`src/sv/tcph_pkg.sv`:
```
`default_nettype none

package tcph_pkg;

    // configuration register indexes
    localparam logic [1:0] CFG_IP_FAMILY = 2'd0;
    localparam logic [1:0] CFG_SRC_HIGH  = 2'd1;
    localparam logic [1:0] CFG_SRC_LOW   = 2'd2;

    // ip protocol numbers that produce a checksum
    localparam logic [7:0] PROTO_TCP = 8'd6;
    localparam logic [7:0] PROTO_UDP = 8'd17;

    // target checksum field
    localparam logic KIND_TCP = 1'b0;
    localparam logic KIND_UDP = 1'b1;

    // ip family codes
    localparam logic FAMILY_IPV4 = 1'b0;
    localparam logic FAMILY_IPV6 = 1'b1;

    typedef struct packed {
        logic [15:0] data_word;
        logic        odd_byte;
        logic        last;
        logic [7:0]  protocol;
        logic [15:0] segment_length;
        logic [63:0] destination_high;
        logic [63:0] destination_low;
    } t_in_item;

    typedef struct packed {
        logic [15:0] checksum_value;
        logic        target_kind;
    } t_out_item;

    // partial sums handed from the accumulate stage to the final stage
    typedef struct packed {
        logic [15:0] data_sum;
        logic [15:0] hdr_sum;
        logic        kind;
    } t_part_sum;

    // 16-bit add with end-around carry
    function automatic logic [15:0] oc_add(input logic [15:0] a, input logic [15:0] b);
        logic [16:0] s;
        s = {1'b0, a} + {1'b0, b};
        return s[15:0] + {15'd0, s[16]};
    endfunction

    // plain sum of the four 16-bit words of a 64-bit value
    function automatic logic [17:0] sum4(input logic [63:0] v);
        return {2'b00, v[63:48]} + {2'b00, v[47:32]}
             + {2'b00, v[31:16]} + {2'b00, v[15:0]};
    endfunction

    // fold a wide sum back to 16 bits, ones' complement style
    function automatic logic [15:0] fold(input logic [20:0] s);
        logic [16:0] x;
        x = {1'b0, s[15:0]} + {12'd0, s[20:16]};
        return x[15:0] + {15'd0, x[16]};
    endfunction

endpackage

`default_nettype wire

```
`src/sv/transport_checksum_pseudo_header_core.sv`:
```
// channel | direction | handshake                  | payload
// --------+-----------+----------------------------+-------------------------------
// in      | input     | i_in_valid  / o_in_ready   | i_in_data  (tcph_pkg::t_in_item)
// out     | output    | o_out_valid / i_out_ready  | o_out_data (tcph_pkg::t_out_item)
// cfg     | input     | i_cfg_valid / o_cfg_ready  | i_cfg_index, i_cfg_data
//
// one input transaction per cycle sustained while no stalled result fills every stage; a
// checksum's last word passes the input register, accumulate stage and result register
// the feedback loop is the 16-bit end-around-carry add on the running sum
// reset (synchronous, active low) clears valids, running sum and config registers
// a stalled result holds only the occupied stages behind it; the input stays ready
// while any stage is empty; config writes always taken, source sum registered from them
`default_nettype none

module transport_checksum_pseudo_header_core (
    input  wire                 i_clk,
    input  wire                 i_rst_n,
    // segment words
    input  wire                 i_in_valid,
    output logic                o_in_ready,
    input  wire tcph_pkg::t_in_item i_in_data,
    // checksum results
    output logic                o_out_valid,
    input  wire                 i_out_ready,
    output tcph_pkg::t_out_item o_out_data,
    // configuration writes
    input  wire                 i_cfg_valid,
    output logic                o_cfg_ready,
    input  wire [1:0]           i_cfg_index,
    input  wire [63:0]          i_cfg_data
);

    // configuration registers
    logic        r_ip_family;
    logic [63:0] r_src_high;
    logic [63:0] r_src_low;
    // folded source address words, kept up to date from the registers
    logic [15:0] r_src_sum;
    logic [15:0] n_src_sum;

    // stage a: input register
    logic               r_a_valid;
    tcph_pkg::t_in_item r_a;
    // stage b: running sum and per-segment partial sums
    logic                r_b_valid;
    tcph_pkg::t_part_sum r_b;
    tcph_pkg::t_part_sum n_b;
    logic [15:0]         r_run;
    logic [15:0]         n_run;
    // stage c: result register
    logic                r_out_valid;
    tcph_pkg::t_out_item r_out;
    tcph_pkg::t_out_item n_out;

    logic        en_a;
    logic        en_b;
    logic        en_c;
    logic [15:0] word_masked;
    logic        is_tcp;
    logic        is_udp;
    logic [20:0] hdr_wide;
    logic [17:0] final_wide;

    // stage enables: a stage loads when it is empty or its content moves on
    assign en_c       = !r_out_valid || i_out_ready;
    assign en_b       = !r_b_valid || en_c;
    assign en_a       = !r_a_valid || en_b;
    assign o_in_ready = en_a;

    assign o_cfg_ready = 1'b1;

    // config register writes; indexes beyond the list are dropped
    always_ff @(posedge i_clk) begin
        if (!i_rst_n) begin
            r_ip_family <= tcph_pkg::FAMILY_IPV4;
            r_src_high  <= '0;
            r_src_low   <= '0;
        end else if (i_cfg_valid) begin
            unique case (i_cfg_index)
                tcph_pkg::CFG_IP_FAMILY: r_ip_family <= i_cfg_data[0];
                tcph_pkg::CFG_SRC_HIGH:  r_src_high  <= i_cfg_data;
                tcph_pkg::CFG_SRC_LOW:   r_src_low   <= i_cfg_data;
                default: ;
            endcase
        end
    end

    // source address contribution: eight words for ipv6, two for ipv4
    always_comb begin
        if (r_ip_family == tcph_pkg::FAMILY_IPV6) begin
            n_src_sum = tcph_pkg::fold({3'd0, tcph_pkg::sum4(r_src_high)}
                                     + {3'd0, tcph_pkg::sum4(r_src_low)});
        end else begin
            n_src_sum = tcph_pkg::fold({5'd0, r_src_low[31:16]}
                                     + {5'd0, r_src_low[15:0]});
        end
    end

    always_ff @(posedge i_clk) begin
        if (!i_rst_n) begin
            r_src_sum <= '0;
        end else begin
            r_src_sum <= n_src_sum;
        end
    end

    // stage a
    always_ff @(posedge i_clk) begin
        if (!i_rst_n) begin
            r_a_valid <= 1'b0;
        end else if (en_a) begin
            r_a_valid <= i_in_valid;
        end
    end

    always_ff @(posedge i_clk) begin
        if (en_a && i_in_valid) begin
            r_a <= i_in_data;
        end
    end

    // stage b logic: odd trailing byte gets a zero low byte
    assign word_masked = r_a.odd_byte ? {r_a.data_word[15:8], 8'h00} : r_a.data_word;
    assign is_tcp      = (r_a.protocol == tcph_pkg::PROTO_TCP);
    assign is_udp      = (r_a.protocol == tcph_pkg::PROTO_UDP);

    // destination words plus protocol and length words of the pseudo-header
    always_comb begin
        if (r_ip_family == tcph_pkg::FAMILY_IPV6) begin
            hdr_wide = {3'd0, tcph_pkg::sum4(r_a.destination_high)}
                     + {3'd0, tcph_pkg::sum4(r_a.destination_low)};
        end else begin
            hdr_wide = {5'd0, r_a.destination_low[31:16]}
                     + {5'd0, r_a.destination_low[15:0]};
        end
        hdr_wide = hdr_wide + {13'd0, r_a.protocol} + {5'd0, r_a.segment_length};
    end

    always_comb begin
        n_b.data_sum = tcph_pkg::oc_add(r_run, word_masked);
        n_b.hdr_sum  = tcph_pkg::fold(hdr_wide);
        n_b.kind     = is_udp ? tcph_pkg::KIND_UDP : tcph_pkg::KIND_TCP;
        // running sum restarts after the last word of a segment
        n_run        = r_a.last ? 16'd0 : n_b.data_sum;
    end

    always_ff @(posedge i_clk) begin
        if (!i_rst_n) begin
            r_b_valid <= 1'b0;
            r_run     <= '0;
        end else if (en_b) begin
            // only a last word of tcp or udp yields a result
            r_b_valid <= r_a_valid && r_a.last && (is_tcp || is_udp);
            if (r_a_valid) begin
                r_run <= n_run;
            end
        end
    end

    always_ff @(posedge i_clk) begin
        if (en_b && r_a_valid) begin
            r_b <= n_b;
        end
    end

    // stage c: combine data, source and header sums, then invert
    assign final_wide = {2'd0, r_b.data_sum} + {2'd0, r_b.hdr_sum} + {2'd0, r_src_sum};

    always_comb begin
        n_out.checksum_value = ~tcph_pkg::fold({3'd0, final_wide});
        n_out.target_kind    = r_b.kind;
    end

    always_ff @(posedge i_clk) begin
        if (!i_rst_n) begin
            r_out_valid <= 1'b0;
        end else if (en_c) begin
            r_out_valid <= r_b_valid;
        end
    end

    always_ff @(posedge i_clk) begin
        if (en_c && r_b_valid) begin
            r_out <= n_out;
        end
    end

    assign o_out_valid = r_out_valid;
    assign o_out_data  = r_out;

`ifndef SYNTH
    // input back-pressure only when every stage is full and the output is blocked
    a_ready_only_on_stall: assert property (@(posedge i_clk) disable iff (!i_rst_n)
        !o_in_ready |-> (o_out_valid && !i_out_ready && r_a_valid && r_b_valid))
        else $error("input stalled while a stage is free");

    // running sum is cleared once a last word passes the accumulate stage
    a_run_cleared: assert property (@(posedge i_clk) disable iff (!i_rst_n)
        (r_a_valid && en_b && r_a.last) |=> (r_run == 16'd0))
        else $error("running sum not cleared after last word");

    // a word that is not last never creates a result candidate
    a_no_result_mid_segment: assert property (@(posedge i_clk) disable iff (!i_rst_n)
        (r_a_valid && en_b && !r_a.last) |=> !r_b_valid)
        else $error("result raised for a word that is not last");

    // a held result keeps its checksum while the consumer stalls
    a_result_held: assert property (@(posedge i_clk) disable iff (!i_rst_n)
        (r_out_valid && !i_out_ready) |=> (r_out_valid && $stable(r_out)))
        else $error("stalled result changed");
`endif

endmodule

`default_nettype wire
```
`config.mk`:
```
export PLATFORM = sky130hd
export DESIGN_NAME = transport_checksum_pseudo_header_core
export DESIGN_NICKNAME = d
export VERILOG_FILES = /design/src/sv/tcph_pkg.sv /design/src/sv/transport_checksum_pseudo_header_core.sv
export SDC_FILE = /design/constraint.sdc
export NUM_CORES = 1
export LEC_CHECK = 0
export BUFFER_PORTS_ARGS = -buffer_cell sky130_fd_sc_hd__buf_2
export CORE_MARGIN = 5
export CORE_UTILIZATION = 61
export CTS_CLUSTER_DIAMETER = 100
export DETAILED_ROUTE_END_ITERATION = 8
export GPL_TIMING_DRIVEN = 0
export PLACE_DENSITY = 0.82
export SLEW_MARGIN = 20
export SYNTH_ARGS = -nofsm -noshare
export SYNTH_HDL_FRONTEND = slang
export SYNTH_SLANG_ARGS = --single-unit
export TNS_END_PERCENT = 100
```
`constraint.sdc`:
```
create_clock -name i_clk -period 14.4 [get_ports i_clk]
set_input_delay 2.88 -clock i_clk [delete_from_list [all_inputs] [get_ports i_clk]]
set_output_delay 2.88 -clock i_clk [all_outputs]
set_load 0.02 [all_outputs]
```
==> flow_metrics.env <==
export IMPL_finalClockSkew_ns=0.0330
export IMPL_ys_async_sr_fraction_pct=0
export IMPL_cts_root_buffer="clkbuf_16"
export IMPL_rows=75
export IMPL_drive_gt1_share_pct=13.2
export IMPL_hold_class="flop to flop"
export IMPL_drtIter0Drc=1236
export IMPL_fin_util_pct=70.2
export IMPL_wl_per_cell_um=18.5
export IMPL_die_h_um=216
export IMPL_post_dp_cell_area_um2=28000
export IMPL_drc=0
export IMPL_hold_slack_ns=0.444
export IMPL_antenna_found_initial=10
export IMPL_core_area_um2=41900
export IMPL_setup_viol=0
export IMPL_synth_cell_area_um2=25900
export IMPL_routed_wl_um=62200
export IMPL_cp_endpoint="r_b[15]$_DFFE_PP_"
export IMPL_start_util_pct=61.6
export IMPL_cts_resized=0
export IMPL_ant_nets=0
export IMPL_worstPathArrival_ns=10.84
export IMPL_slowest_delay_ns=0.54
export IMPL_yosysTopAreaCell="edfxtp_1"
export IMPL_cpLargestDelayFamily="adder cells"
export IMPL_grt_first_pass_wirelength_um=99900
export IMPL_avgSynthCellArea_um2=10.4
export IMPL_numCtsBuffers=42
export IMPL_path_buf_inv=5
export IMPL_postLayoutCellArea_um2=29400
export IMPL_rsz0062_at_grt="false"
export IMPL_dr_pass1_iters=8
export IMPL_final_cell_mix="356 x inv_1, 342 x nand2_1, 261 x buf_2"
export IMPL_path_depth=43
export IMPL_netlist_top_cells_area="edfxtp_1 26%, fa_1 17%, dfxtp_1 13%, ha_1 7.1%, inv_1 5.2%"
export IMPL_r2r_end="r_b[15]$_DFFE_PP_"
export IMPL_clk_pin_slew_ns=0.06
export IMPL_grt_pass1_vias=20023
export IMPL_dieArea_um2=46600
export IMPL_period_share_pct=73.0
export IMPL_grt_max_degree=41
export IMPL_port_buffers=258
export IMPL_crit_fanout=4
export IMPL_worst_ep_required_time_ns=14.72
export IMPL_relSlewSlack_pct=30.1
export IMPL_p_per_area_nw_per_um2=170
export IMPL_dp_hpwl_um=49400
export IMPL_clk_latency_ns=0.58
export IMPL_area_growth_pct=13.8
export IMPL_via_per_inst=5.65
export IMPL_nets=3395
export IMPL_syn_nets=3084
export IMPL_yosys_register_bits=384
export IMPL_synth_seq_area_share_pct=38.3
export IMPL_die_w_um=216
export IMPL_maxSlewViolCount=0
export IMPL_holdBufCountCts=0
export IMPL_overflow=0
export IMPL_ff2ff_setup_slack_ns=3.89
export IMPL_r2r_cells=43
export IMPL_worst_pin_slew_ns=1.04
export IMPL_post_cts_buffers=0
export IMPL_yosysWarningCount=0
export IMPL_status="complete, no violations"
export IMPL_via_count=18970
export IMPL_crit_start="r_a[2]$_DFFE_PP_"
export IMPL_place_congestion=0.946
export IMPL_cts_tree="yes"
export IMPL_grt_total_usage_pct=26.7
export IMPL_synth_main_ff_cell="edfxtp_1"
export IMPL_clockBufferDepth=3
export IMPL_max_cap_violations=0
export IMPL_ir_drop_uv=138
export IMPL_finalHoldViolCount=0
export IMPL_power_leakage_nw=13.0
export IMPL_ios=261
export IMPL_max_freq_mhz=95.1
export IMPL_netlist_area_leader_share_pct=25.6
export IMPL_slowest_stage="fa_1"
export IMPL_min_period_ns=10.51
export IMPL_crit_type="flop to flop"
export IMPL_worstReg2RegStart="r_a[2]$_DFFE_PP_"
export IMPL_path_common_cell="ha_1"
export IMPL_cts_sinks=384
export IMPL_start_kind="flop"
export IMPL_ys_types=95
export IMPL_synth_edf_count=220
export IMPL_synthCells=2475
export IMPL_cp_end_kind="flop"
export IMPL_mostFrequentLayoutCell="inv_1"
export IMPL_ctsHtreeMaxLevel=2
-- area by class of cell --
| type | count | area, um2 |
|---|---|---|
| buffer | 64 | 267 |
| inverter | 357 | 1340 |
| clock inverter | 19 | 205 |
| antenna | 2 | 5.00 |
| tap | 539 | 674 |
| sequential | 384 | 9890 |
| multi-input combinational | 1670 | 14400 |
| fill | 2985 | 12500 |
| timing repair buffer | 267 | 1490 |
| clock buffer | 57 | 1190 |
-- power breakdown --
part           switching (mW)  leakage [nW]  internal, mW  total [mW]
Combinational            1.47          8.91          1.08        2.55
Sequential             0.0568          3.46          1.30        1.36
Clock                   0.451         0.670         0.635        1.09
-- worst reg2reg max path: cells and delay by family (launching register included) --
| kind | cells | cell delay [ns] |
|---|---|---|
| AO/OA/AOI/OAI | 12 | 2.27 |
| XOR/XNOR | 2 | 0.36 |
| adder cells (fa/ha/maj) | 11 | 3.94 |
| buffers and inverters | 5 | 0.33 |
| flip-flops | 1 | 0.37 |
| AND/OR/NAND/NOR | 13 | 3.02 |
-- routing by layer --
metal	part of all wire, %	track usage [%]
met1	38	32.4
met2	51	47.9
met3	6.9	4.90
met4	3.5	9.52
met5	0.19	0
-- sequential cells by signal (all words and copies together) (netlist names) --
name,count
r_a,170
r_src_high,64
r_src_low,64
r_b,32
o_out_data,17
r_run,16
r_src_sum,16
n_out,1
o_out_valid,1
r_a_valid,1
r_b_valid,1
r_ip_family,1
-- per-stage QoR --
step	total power [mW]	setup WS, ns	std cells	TNS [ns]
global route	5.39	3.05	3358	0
finish	4.99	3.89	3359	0
floorplan	3.32	2.33	2475	0
global placement	3.76	-0.238	3272	-36.76
detailed placement	3.87	3.96	3281	0
CTS	5.00	3.92	3357	0
-- cells by family (layout without fill, tap and decap cells) --
logic type / count (synthesis) / in the layout / synth area share (%)
AND/OR/NAND/NOR: 648 / 648 / 12.0
AO/OA/AOI/OAI: 457 / 457 / 12.5
buffers and inverters: 421 / 764 / 6.21
flip-flops: 384 / 384 / 38.3
adder cells (fa/ha/maj): 368 / 368 / 24.3
XOR/XNOR: 185 / 185 / 6.35
multiplexers: 11 / 11 / 0.431
other: 1 / 3 / 0.0145
-- how the worst min path moves through the flow --
stage / start / endpoint / cells past startpoint
2_1_floorplan: n_out[0]$_DFFE_PP_ / o_out_data[0]$_DFFE_PP_ / 0
3_3_place_gp: n_out[0]$_DFFE_PP_ / o_out_data[0]$_DFFE_PP_ / 0
3_5_place_dp: n_out[0]$_DFFE_PP_ / o_out_data[0]$_DFFE_PP_ / 0
4_1_cts: n_out[0]$_DFFE_PP_ / o_out_data[0]$_DFFE_PP_ / 0
5_1_grt: n_out[0]$_DFFE_PP_ / o_out_data[0]$_DFFE_PP_ / 0
6_report: n_out[0]$_DFFE_PP_ / o_out_data[0]$_DFFE_PP_ / 0
-- cells in the mapped netlist, types with 4 or more instances --
cell type,count
nor2_1,59
nand2_1,342
o211ai_1,10
clkbuf_1,47
and2_1,15
o21ai_0,59
ha_1,146
buf_1,10
a2111oi_0,4
fa_1,222
o21bai_1,11
nor3_1,37
and3_1,26
mux2i_1,10
or3b_1,4
o31a_1,4
a21boi_0,136
o211a_1,9
edfxtp_1,220
a311o_1,4
nand2b_1,14
a41o_1,4
nor2b_1,32
or2_2,5
a211o_1,5
xnor2_1,115
nand3_1,38
a22oi_1,10
and4_1,4
a31oi_1,8
nand3b_1,6
o21a_1,16
nand4_1,16
a211oi_1,15
o31ai_1,6
a21oi_1,73
and3b_1,6
dfxtp_1,164
o2111ai_1,4
nor3b_1,7
a21o_1,44
xor2_1,68
inv_1,356
or3_1,9
No activity file was read; power rests on OpenSTA's default activity.
